**src/smix_pkg.sv**
```systemverilog
`timescale 1ns / 1ps

package smix_pkg;

  localparam int SAMPLE_W = 24;
  localparam int GAIN_W   = 18;
  localparam int ALPHA_W  = 16;
  localparam int BETA_W   = ALPHA_W + 1;
  localparam int PROD_W   = 44;
  localparam int CFG_AW   = 4;
  localparam int CFG_DW   = 32;

  // register word indexes (byte address / 4)
  localparam logic [1:0] REG_FADE    = 2'd0;
  localparam logic [1:0] REG_ALPHA   = 2'd1;
  localparam logic [1:0] REG_TARGET_A = 2'd2;
  localparam logic [1:0] REG_TARGET_B = 2'd3;

  localparam logic                FADE_RST   = 1'b1;
  localparam logic [ALPHA_W-1:0]  ALPHA_RST  = 16'd65470;
  localparam logic [GAIN_W-1:0]   TARGET_RST = 18'd65529;

  // operand pairs for the shared multiplier
  localparam logic [2:0] MUL_TA_BETA  = 3'd0;
  localparam logic [2:0] MUL_GA_ALPHA = 3'd1;
  localparam logic [2:0] MUL_TB_BETA  = 3'd2;
  localparam logic [2:0] MUL_GB_ALPHA = 3'd3;
  localparam logic [2:0] MUL_SA_GAIN  = 3'd4;
  localparam logic [2:0] MUL_SB_GAIN  = 3'd5;

  typedef struct packed {
    logic       in_load;
    logic [2:0] mul_sel;
    logic       acc_load;
    logic       gain_a_we;
    logic       gain_b_we;
    logic       out_load;
  } smix_cmd_t;

  typedef struct packed {
    logic out_busy;
  } smix_status_t;

endpackage

```
**src/smix_regs.sv**
```systemverilog
`timescale 1ns / 1ps

module smix_regs (
  input  logic                            clk,
  input  logic                            rst_n,
  input  logic                            cfg_psel,
  input  logic                            cfg_penable,
  input  logic                            cfg_pwrite,
  input  logic [smix_pkg::CFG_AW-1:0]     cfg_paddr,
  input  logic [smix_pkg::CFG_DW-1:0]     cfg_pwdata,
  output logic [smix_pkg::CFG_DW-1:0]     cfg_prdata,
  output logic                            cfg_pready,
  output logic                            fading_enable,
  output logic [smix_pkg::ALPHA_W-1:0]    smoothing_alpha,
  output logic [smix_pkg::GAIN_W-1:0]     target_gain_a,
  output logic [smix_pkg::GAIN_W-1:0]     target_gain_b
);

  logic                         fade_r;
  logic [smix_pkg::ALPHA_W-1:0] alpha_r;
  logic [smix_pkg::GAIN_W-1:0]  tga_r;
  logic [smix_pkg::GAIN_W-1:0]  tgb_r;
  logic                         wr_en;
  logic                         aligned;
  logic [1:0]                   reg_idx;

  assign cfg_pready = 1'b1;
  assign aligned    = (cfg_paddr[1:0] == 2'b00);
  assign reg_idx    = cfg_paddr[3:2];
  assign wr_en      = cfg_psel && cfg_penable && cfg_pwrite && cfg_pready && aligned;

  always_ff @(posedge clk) begin
    if (!rst_n) begin
      fade_r  <= smix_pkg::FADE_RST;
      alpha_r <= smix_pkg::ALPHA_RST;
      tga_r   <= smix_pkg::TARGET_RST;
      tgb_r   <= smix_pkg::TARGET_RST;
    end else if (wr_en) begin
      case (reg_idx)
        smix_pkg::REG_FADE:     fade_r  <= cfg_pwdata[0];
        smix_pkg::REG_ALPHA:    alpha_r <= cfg_pwdata[smix_pkg::ALPHA_W-1:0];
        smix_pkg::REG_TARGET_A: tga_r   <= cfg_pwdata[smix_pkg::GAIN_W-1:0];
        smix_pkg::REG_TARGET_B: tgb_r   <= cfg_pwdata[smix_pkg::GAIN_W-1:0];
        default: ;
      endcase
    end
  end

  always_comb begin
    cfg_prdata = '0;
    if (aligned) begin
      case (reg_idx)
        smix_pkg::REG_FADE:     cfg_prdata = {31'd0, fade_r};
        smix_pkg::REG_ALPHA:    cfg_prdata = {16'd0, alpha_r};
        smix_pkg::REG_TARGET_A: cfg_prdata = {14'd0, tga_r};
        smix_pkg::REG_TARGET_B: cfg_prdata = {14'd0, tgb_r};
        default:                cfg_prdata = '0;
      endcase
    end
  end

  assign fading_enable   = fade_r;
  assign smoothing_alpha = alpha_r;
  assign target_gain_a   = tga_r;
  assign target_gain_b   = tgb_r;

endmodule

```
**src/smix_dp.sv**
```systemverilog
`timescale 1ns / 1ps

module smix_dp (
  input  logic                                clk,
  input  logic                                rst_n,
  input  smix_pkg::smix_cmd_t                 cmd,
  output smix_pkg::smix_status_t              status,
  input  logic                                fading_enable,
  input  logic [smix_pkg::ALPHA_W-1:0]        smoothing_alpha,
  input  logic [smix_pkg::GAIN_W-1:0]         target_gain_a,
  input  logic [smix_pkg::GAIN_W-1:0]         target_gain_b,
  input  logic signed [smix_pkg::SAMPLE_W-1:0] sample_a,
  input  logic signed [smix_pkg::SAMPLE_W-1:0] sample_b,
  input  logic                                frame_last,
  output logic                                out_valid,
  input  logic                                out_ready,
  output logic signed [smix_pkg::SAMPLE_W-1:0] mixed_sample,
  output logic                                out_frame_last,
  output logic                                saturated
);

  localparam int RES_W = smix_pkg::PROD_W - 16;

  logic signed [smix_pkg::SAMPLE_W-1:0] sa_r;
  logic signed [smix_pkg::SAMPLE_W-1:0] sb_r;
  logic                                 last_r;
  logic [smix_pkg::GAIN_W-1:0]          cga_r;
  logic [smix_pkg::GAIN_W-1:0]          cgb_r;
  logic signed [smix_pkg::PROD_W-1:0]   p_r;
  logic signed [smix_pkg::PROD_W-1:0]   acc_r;
  logic                                 out_valid_r;
  logic signed [smix_pkg::SAMPLE_W-1:0] mix_r;
  logic                                 olast_r;
  logic                                 sat_r;

  logic [smix_pkg::BETA_W-1:0]          beta;
  logic [smix_pkg::GAIN_W-1:0]          ga_sel;
  logic [smix_pkg::GAIN_W-1:0]          gb_sel;
  logic signed [smix_pkg::SAMPLE_W:0]   op_a;
  logic signed [smix_pkg::GAIN_W:0]     op_b;
  logic signed [smix_pkg::PROD_W-1:0]   p_nxt;
  logic signed [smix_pkg::PROD_W-1:0]   sum_rnd;
  logic [smix_pkg::GAIN_W-1:0]          gain_nxt;
  logic signed [RES_W-1:0]              res;
  logic                                 clip;
  logic signed [smix_pkg::SAMPLE_W-1:0] mix_nxt;

  assign beta   = smix_pkg::BETA_W'(17'h10000 - {1'b0, smoothing_alpha});
  assign ga_sel = fading_enable ? cga_r : target_gain_a;
  assign gb_sel = fading_enable ? cgb_r : target_gain_b;

  // shared multiplier, operands sign-extended or zero-extended as needed
  always_comb begin
    case (cmd.mul_sel)
      smix_pkg::MUL_TA_BETA: begin
        op_a = {7'd0, target_gain_a};
        op_b = {2'd0, beta};
      end
      smix_pkg::MUL_GA_ALPHA: begin
        op_a = {7'd0, cga_r};
        op_b = {3'd0, smoothing_alpha};
      end
      smix_pkg::MUL_TB_BETA: begin
        op_a = {7'd0, target_gain_b};
        op_b = {2'd0, beta};
      end
      smix_pkg::MUL_GB_ALPHA: begin
        op_a = {7'd0, cgb_r};
        op_b = {3'd0, smoothing_alpha};
      end
      smix_pkg::MUL_SA_GAIN: begin
        op_a = {sa_r[smix_pkg::SAMPLE_W-1], sa_r};
        op_b = {1'b0, ga_sel};
      end
      smix_pkg::MUL_SB_GAIN: begin
        op_a = {sb_r[smix_pkg::SAMPLE_W-1], sb_r};
        op_b = {1'b0, gb_sel};
      end
      default: begin
        op_a = '0;
        op_b = '0;
      end
    endcase
  end

  assign p_nxt = smix_pkg::PROD_W'(op_a * op_b);

  // round half up: add 2^15 then drop 16 fraction bits
  assign sum_rnd  = acc_r + p_r + 44'sd32768;
  assign gain_nxt = sum_rnd[smix_pkg::GAIN_W+15:16];
  assign res      = sum_rnd[smix_pkg::PROD_W-1:16];
  assign clip     = !((&res[RES_W-1:smix_pkg::SAMPLE_W-1]) ||
                      !(|res[RES_W-1:smix_pkg::SAMPLE_W-1]));

  always_comb begin
    if (!clip) begin
      mix_nxt = res[smix_pkg::SAMPLE_W-1:0];
    end else if (res[RES_W-1]) begin
      mix_nxt = {1'b1, {(smix_pkg::SAMPLE_W-1){1'b0}}};
    end else begin
      mix_nxt = {1'b0, {(smix_pkg::SAMPLE_W-1){1'b1}}};
    end
  end

  always_ff @(posedge clk) begin
    if (cmd.in_load) begin
      sa_r   <= sample_a;
      sb_r   <= sample_b;
      last_r <= frame_last;
    end
    p_r <= p_nxt;
    if (cmd.acc_load) begin
      acc_r <= p_r;
    end
    if (cmd.out_load) begin
      mix_r   <= mix_nxt;
      olast_r <= last_r;
      sat_r   <= clip;
    end
  end

  always_ff @(posedge clk) begin
    if (!rst_n) begin
      cga_r       <= '0;
      cgb_r       <= '0;
      out_valid_r <= 1'b0;
    end else begin
      if (cmd.gain_a_we) begin
        cga_r <= gain_nxt;
      end
      if (cmd.gain_b_we) begin
        cgb_r <= gain_nxt;
      end
      if (cmd.out_load) begin
        out_valid_r <= 1'b1;
      end else if (out_ready) begin
        out_valid_r <= 1'b0;
      end
    end
  end

  assign status.out_busy = out_valid_r && !out_ready;
  assign out_valid       = out_valid_r;
  assign mixed_sample    = mix_r;
  assign out_frame_last  = olast_r;
  assign saturated       = sat_r;

  // a finished result never lands on one that is still waiting
  a_no_overwrite: assert property (@(posedge clk) disable iff (!rst_n)
    cmd.out_load |-> (!out_valid_r || out_ready))
    else $error("result register overwritten");

  a_load_shows: assert property (@(posedge clk) disable iff (!rst_n)
    cmd.out_load |=> out_valid_r)
    else $error("loaded result not presented");

  a_gain_hold: assert property (@(posedge clk) disable iff (!rst_n)
    !cmd.gain_a_we && !cmd.gain_b_we |=> $stable(cga_r) && $stable(cgb_r))
    else $error("kept gain changed without write");

endmodule

```
**src/smix_ctrl.sv**
```systemverilog
`timescale 1ns / 1ps

module smix_ctrl (
  input  logic                    clk,
  input  logic                    rst_n,
  input  logic                    in_valid,
  output logic                    in_ready,
  input  logic                    fading_enable,
  input  smix_pkg::smix_status_t  status,
  output smix_pkg::smix_cmd_t     cmd
);

  localparam logic [2:0] S_IDLE   = 3'd0;
  localparam logic [2:0] S_GA_T   = 3'd1;
  localparam logic [2:0] S_GA_P   = 3'd2;
  localparam logic [2:0] S_GB_T   = 3'd3;
  localparam logic [2:0] S_GB_P   = 3'd4;
  localparam logic [2:0] S_MX_A   = 3'd5;
  localparam logic [2:0] S_MX_B   = 3'd6;
  localparam logic [2:0] S_MX_SUM = 3'd7;

  logic [2:0] state_r;
  logic [2:0] state_nxt;
  logic       accept;

  assign in_ready = (state_r == S_IDLE);
  assign accept   = in_valid && in_ready;

  always_comb begin
    state_nxt = state_r;
    cmd       = '0;
    cmd.in_load = accept;
    case (state_r)
      S_IDLE: begin
        if (accept) begin
          state_nxt = fading_enable ? S_GA_T : S_MX_A;
        end
      end
      S_GA_T: begin
        cmd.mul_sel = smix_pkg::MUL_TA_BETA;
        state_nxt   = S_GA_P;
      end
      S_GA_P: begin
        cmd.mul_sel  = smix_pkg::MUL_GA_ALPHA;
        cmd.acc_load = 1'b1;
        state_nxt    = S_GB_T;
      end
      S_GB_T: begin
        cmd.mul_sel   = smix_pkg::MUL_TB_BETA;
        cmd.gain_a_we = 1'b1;
        state_nxt     = S_GB_P;
      end
      S_GB_P: begin
        cmd.mul_sel  = smix_pkg::MUL_GB_ALPHA;
        cmd.acc_load = 1'b1;
        state_nxt    = S_MX_A;
      end
      S_MX_A: begin
        cmd.mul_sel   = smix_pkg::MUL_SA_GAIN;
        // only the smoothing path has a gain b update pending here
        cmd.gain_b_we = fading_enable;
        state_nxt     = S_MX_B;
      end
      S_MX_B: begin
        cmd.mul_sel  = smix_pkg::MUL_SB_GAIN;
        cmd.acc_load = 1'b1;
        state_nxt    = S_MX_SUM;
      end
      S_MX_SUM: begin
        cmd.mul_sel = smix_pkg::MUL_SB_GAIN;
        if (!status.out_busy) begin
          cmd.out_load = 1'b1;
          state_nxt    = S_IDLE;
        end
      end
      default: state_nxt = S_IDLE;
    endcase
  end

  always_ff @(posedge clk) begin
    if (!rst_n) begin
      state_r <= S_IDLE;
    end else begin
      state_r <= state_nxt;
    end
  end

  a_fade_path: assert property (@(posedge clk) disable iff (!rst_n)
    accept && fading_enable |=> state_r == S_GA_T)
    else $error("smoothing path not entered");

  a_direct_path: assert property (@(posedge clk) disable iff (!rst_n)
    accept && !fading_enable |=> state_r == S_MX_A)
    else $error("direct path not entered");

  a_sum_holds: assert property (@(posedge clk) disable iff (!rst_n)
    state_r == S_MX_SUM && status.out_busy |=> state_r == S_MX_SUM)
    else $error("sum step left while result slot busy");

endmodule

```
**src/smoothed_two_input_mixer.sv**
```systemverilog
`timescale 1ns / 1ps

// channel | ports        | contents
// input   | in_t*        | tdata: sample_a[23:0], sample_b[47:24]; tlast: frame_last
// result  | out_t*       | tdata: mixed_sample[23:0]; tlast: frame_last; tuser: saturated
// config  | cfg_p*       | 0x0 fading_enable, 0x4 alpha, 0x8 target a, 0xC target b
//
// with fading on, each item runs four gain products and two mix products
// through one 25x19 multiplier; with fading off, only the two mix products.
// the result register holds a finished sample while the next one is taken in.
// a stalled result holds the sum step until the register frees up.
// rst_n is synchronous; it clears the kept gains and restores register defaults.

module smoothed_two_input_mixer (
  input  logic                             clk,
  input  logic                             rst_n,
  input  logic                             in_tvalid,
  output logic                             in_tready,
  input  logic [47:0]                      in_tdata,   // sample_a, sample_b
  input  logic                             in_tlast,
  output logic                             out_tvalid,
  input  logic                             out_tready,
  output logic [23:0]                      out_tdata,  // mixed_sample
  output logic                             out_tlast,
  output logic                             out_tuser,  // saturated
  input  logic                             cfg_psel,
  input  logic                             cfg_penable,
  input  logic                             cfg_pwrite,
  input  logic [smix_pkg::CFG_AW-1:0]      cfg_paddr,
  input  logic [smix_pkg::CFG_DW-1:0]      cfg_pwdata,
  output logic [smix_pkg::CFG_DW-1:0]      cfg_prdata,
  output logic                             cfg_pready
);

  smix_pkg::smix_cmd_t           cmd;
  smix_pkg::smix_status_t        status;
  logic                          fading_enable;
  logic [smix_pkg::ALPHA_W-1:0]  smoothing_alpha;
  logic [smix_pkg::GAIN_W-1:0]   target_gain_a;
  logic [smix_pkg::GAIN_W-1:0]   target_gain_b;

  smix_regs u_regs (
    .clk             (clk),
    .rst_n           (rst_n),
    .cfg_psel        (cfg_psel),
    .cfg_penable     (cfg_penable),
    .cfg_pwrite      (cfg_pwrite),
    .cfg_paddr       (cfg_paddr),
    .cfg_pwdata      (cfg_pwdata),
    .cfg_prdata      (cfg_prdata),
    .cfg_pready      (cfg_pready),
    .fading_enable   (fading_enable),
    .smoothing_alpha (smoothing_alpha),
    .target_gain_a   (target_gain_a),
    .target_gain_b   (target_gain_b)
  );

  smix_ctrl u_ctrl (
    .clk           (clk),
    .rst_n         (rst_n),
    .in_valid      (in_tvalid),
    .in_ready      (in_tready),
    .fading_enable (fading_enable),
    .status        (status),
    .cmd           (cmd)
  );

  smix_dp u_dp (
    .clk             (clk),
    .rst_n           (rst_n),
    .cmd             (cmd),
    .status          (status),
    .fading_enable   (fading_enable),
    .smoothing_alpha (smoothing_alpha),
    .target_gain_a   (target_gain_a),
    .target_gain_b   (target_gain_b),
    .sample_a        (in_tdata[23:0]),
    .sample_b        (in_tdata[47:24]),
    .frame_last      (in_tlast),
    .out_valid       (out_tvalid),
    .out_ready       (out_tready),
    .mixed_sample    (out_tdata),
    .out_frame_last  (out_tlast),
    .saturated       (out_tuser)
  );

endmodule
```
**config.mk**
```make
export PLATFORM = sky130hd
export DESIGN_NAME = smoothed_two_input_mixer
export DESIGN_NICKNAME = d
export VERILOG_FILES = /design/src/smix_pkg.sv /design/src/smix_regs.sv /design/src/smix_dp.sv /design/src/smix_ctrl.sv /design/src/smoothed_two_input_mixer.sv
export SDC_FILE = /design/constraint.sdc
export NUM_CORES = 2
export LEC_CHECK = 0
export BUFFER_PORTS_ARGS = -buffer_cell sky130_fd_sc_hd__buf_2
export CORE_MARGIN = 5
export CORE_UTILIZATION = 45
export CTS_CLUSTER_SIZE = 28
export DETAILED_ROUTE_END_ITERATION = 8
export GPL_TIMING_DRIVEN = 1
export PLACE_DENSITY = 0.67
export SYNTH_ARGS = -nofsm -noshare
export SYNTH_HDL_FRONTEND = slang
export SYNTH_SLANG_ARGS = --single-unit
```
**constraint.sdc**
```tcl
create_clock -name clk -period 23 [get_ports clk]
set_clock_uncertainty 0.2 [all_clocks]
set_input_delay 1.15 -clock clk [delete_from_list [all_inputs] [get_ports clk]]
set_output_delay 1.15 -clock clk [all_outputs]
set_load 0.01 [all_outputs]
```
==> impl_metrics.py <==
metrics = {
    "sta": {
        "setup_viol": 0,
        "rsz_0062_raised_after_global_routing": "no",
        "slew_headroom_pct": 18.9,
        "sum_neg_setup_slack_ps": 0,
        "post-route-min-period_ps": 9510,
        "layout_worst_path_cycle_share_pct": 41.3,
        "timing.fmax_mhz": 105,
        "timing_max_transition_violations_final": 0,
        "report.final.hold_viol_count": 0,
        "tightest_slew_ps": 1220,
    },
    "placement": {
        "buffer_ports.inserted": 123,
        "final_weighted_congestion_in_routability_driven_placement": 0.919,
        "post-dp-hpwl_um": 64000,
    },
    "detailed_routing": {
        "drc_errors": 0,
        "initialDrtViolationCount": 1581,
        "detail-route-antenna-nets": 0,
        "drt_pass1_iterations": 5,
        "routed_wl_um": 80800,
        "route.detailed.wl_per_inst_um": 19.6,
        "detail_route.vias_per_cell": 5.36,
        "via_count": 22100,
    },
    "clock_tree": {
        "tritoncts": "done",
        "total_cts_buffers": 27,
        "post_cts_setup_inserts": 0,
        "post_cts_hold_buffer_count": 0,
        "cts.clk_slew.worst_paths_ps": 60,
        "post_cts_resized": 0,
        "clock_sink_count": 256,
        "h-tree-depth": 1,
        "cts_buffer_depth": 3,
        "worst_skew_pair.late_latency_ps": 600,
        "clockRootBuffer": "sky130_fd_sc_hd__clkbuf_16",
    },
    "setup_path": {
        "crit_path_leading_delay_family": "adder cells",
        "worst_r2r_endpoint": "u_dp.p_r[43]",
        "slowest_stage": "sky130_fd_sc_hd__nand2_1",
        "critical_path.startpoint_type": "flip-flop",
        "crit_end": "u_dp.p_r[43]",
        "worstSetupPathType": "flip-flop to flip-flop",
        "critPathCaptureType": "flip-flop",
        "path_max_fanout": 61,
        "cp_data_required_time_ps": 23260,
        "slowest_delay_ps": 770,
        "path_common_cell": "sky130_fd_sc_hd__fa_1",
        "reg2reg_setup_slack_ps": 13490,
        "reg2reg_depth": 27,
        "crit_arrival_ps": 9760,
        "worst_setup_path_startpoint": "u_ctrl.state_r[0]",
        "worst-path-stages": 27,
        "critical_path_buf_inv_count": 6,
        "worst_r2r_startpoint": "u_ctrl.state_r[0]",
    },
    "floorplanning": {
        "core_area_um2": 64300,
        "die_area_um2": 70100,
        "initial_util_pct": 45.4,
        "num_ports": 153,
        "die-width_um": 265,
        "chipHeight_um": 265,
        "rows": 93,
    },
    "synthesis": {
        "synth_async_sr_flop_share_pct": 0,
        "synth-edff-count": 119,
        "cell_count_after_synthesis": 3197,
        "synthesis.area_per_instance_um2": 9.14,
        "synth_cell_types": 87,
        "yosys_most_used_dff": "sky130_fd_sc_hd__dfxtp_1",
        "netlist_area_um2": 29200,
        "synth_seq_area_share_pct": 21.6,
        "count_of_synthesis_stage_warnings_from_yosys": 0,
        "synth_seq_cells": 256,
    },
    "hold_path": {
        "min_path_type": "flip-flop to flip-flop",
    },
    "finish": {
        "area_grow_syn2layout_pct": 7.36,
        "fraction_of_final_layout_cells_sized_beyond_drive_strength_1_pct": 9.26,
        "insertedDiodeCount": 0,
        "design.final.nets": 3961,
    },
    "global_route": {
        "antenna_found_initial": 0,
        "number_of_global_route_vias_before_repair": 22600,
        "grt_max_degree": 78,
        "gr-usage-all-layers_pct": 23.0,
        "global_route_wire_length_before_repair_um": 128000,
        "grt_remaining_overflow": 0,
    },
    "outcome": {
        "outcome": "finished clean",
    },
    "flow_run": {
        "timing.max_cap.violations": 0,
    },
}
-- worst min path at each step --
stage                            from                  end  slack (ps)  depth (start not counted)
after floorplan           u_dp.last_r  u_dp.out_frame_last         200                          0
after global placement    u_dp.last_r  u_dp.out_frame_last         200                          0
after detailed placement  u_dp.last_r  u_dp.out_frame_last         210                          0
after CTS                 u_dp.last_r  u_dp.out_frame_last         220                          0
after global routing      u_dp.last_r  u_dp.out_frame_last         230                          0
final                     u_dp.last_r  u_dp.out_frame_last         220                          0
-- cell type report --
class	instances	area, µm²
clock inverter	10	73.8
timing repair buffer	154	848
multi-input combinational	2201	20100
sequential	256	6320
clock buffer	40	748
inverter	600	2250
tap	855	1070
fill	6126	33000
-- cells in the mapped netlist, drive strengths merged, types with 20 or more instances --
| cell | n | share of area (%) |
|---|---|---|
| fa | 433 | 30 |
| ha | 196 | 8.4 |
| nand2 | 471 | 6.1 |
| buf | 46 | 0.98 |
| clkbuf | 106 | 1.4 |
| nor2b | 27 | 0.58 |
| a21oi | 138 | 2.4 |
| mux2i | 56 | 1.9 |
| edfxtp | 119 | 12 |
| xor2 | 20 | 0.63 |
| and2 | 34 | 0.73 |
| xnor2 | 54 | 1.6 |
| mux2 | 38 | 1.5 |
| a22oi | 22 | 0.57 |
| a21o | 53 | 1.4 |
| nand3 | 60 | 1.0 |
| o21ai | 80 | 1.4 |
| nor2 | 246 | 3.2 |
| inv | 599 | 7.7 |
| dfxtp | 137 | 9.4 |
| o21a | 25 | 0.64 |
-- cell families (layout without fill, tap and decap cells) --
logic type	after synthesis	in the layout	synth area share, %
DFF	256	256	21.6
xor gates and xnor gates	74	74	2.27
and+or+nand+nor	938	938	13.8
buffers and inverters	753	804	10.1
AOI/OAI and AO/OA	441	441	9.97
muxes	104	104	4.15
adders and majority gates	629	629	38.1
other	2	15	0.0257
-- layer usage --
metal | global-route usage (%) | part of all wire (%) | vias up
met1 | 32.2 | 43 | 10900
li1 | - | - | 10200
met4 | 5.93 | 3.0 | 0
met2 | 35.4 | 43 | 870
met5 | 0 | 0 | -
met3 | 6.69 | 11 | 151
-- sequential cells by signal, summed over array words and instances (netlist names), 3 cells and up --
register / flops
u_dp.acc_r: 44
u_dp.p_r: 44
u_dp.mixed_sample: 24
u_dp.sa_r: 24
u_dp.sb_r: 24
u_dp.cga_r: 18
u_dp.cgb_r: 18
u_regs.target_gain_a: 18
u_regs.target_gain_b: 18
u_regs.smoothing_alpha: 16
u_ctrl.state_r: 3
-- per-stage QoR --
step / util, % / cell area, µm² / instances / setup WS, ps / hold WS [ps]
2_1_floorplan: - / 29300 / 3210 / 14900 / 200
3_3_place_gp: 47.5 / 30600 / 4066 / 13570 / 202
3_5_place_dp: 47.5 / 30600 / 4066 / 13560 / 207
4_1_cts: 48.8 / 31400 / 4116 / 13510 / 222
5_1_grt: 48.8 / 31400 / 4116 / 12830 / 226
6_report: 48.8 / 31400 / 4116 / 13490 / 225
-- worst reg2reg max path, cell delays in order, from the launching register on --
cell,delay [ps]
sky130_fd_sc_hd__dfxtp_2,310
sky130_fd_sc_hd__buf_4,640
sky130_fd_sc_hd__nor2b_1,320
sky130_fd_sc_hd__nand2_1,410
sky130_fd_sc_hd__o22ai_1,440
sky130_fd_sc_hd__a21oi_1,140
sky130_fd_sc_hd__nand2_1,770
sky130_fd_sc_hd__nand2_1,200
sky130_fd_sc_hd__fa_1,590
sky130_fd_sc_hd__inv_1,60
sky130_fd_sc_hd__fa_1,490
sky130_fd_sc_hd__inv_1,50
sky130_fd_sc_hd__fa_1,540
sky130_fd_sc_hd__inv_1,50
sky130_fd_sc_hd__fa_1,380
sky130_fd_sc_hd__fa_1,510
sky130_fd_sc_hd__inv_1,50
sky130_fd_sc_hd__fa_1,510
sky130_fd_sc_hd__inv_1,100
sky130_fd_sc_hd__ha_1,370
sky130_fd_sc_hd__a211o_1,300
sky130_fd_sc_hd__a21oi_1,290
sky130_fd_sc_hd__a211o_1,220
sky130_fd_sc_hd__a31oi_1,120
sky130_fd_sc_hd__a31oi_1,430
sky130_fd_sc_hd__o21ai_0,350
sky130_fd_sc_hd__and4_1,290
sky130_fd_sc_hd__nor3_1,280
-- cell usage in the layout (no fill, tap or decap), types with 53 or more instances in the layout --
cell type                  netlist  layout
sky130_fd_sc_hd__nand2_1       470     470
sky130_fd_sc_hd__fa_1          433     433
sky130_fd_sc_hd__inv_1         599     599
sky130_fd_sc_hd__mux2i_1        56      55
sky130_fd_sc_hd__a21oi_1       138     134
sky130_fd_sc_hd__xnor2_1        53      53
sky130_fd_sc_hd__nor2_1        245     243
sky130_fd_sc_hd__edfxtp_1      119     119
sky130_fd_sc_hd__o21ai_0        61      61
sky130_fd_sc_hd__nand3_1        60      60
sky130_fd_sc_hd__ha_1          196     196
sky130_fd_sc_hd__dfxtp_1       137     133
sky130_fd_sc_hd__buf_2           6     123
Power is not shown: default switching activity piles up to over one toggle a cycle in this logic, so the estimate is an artifact.
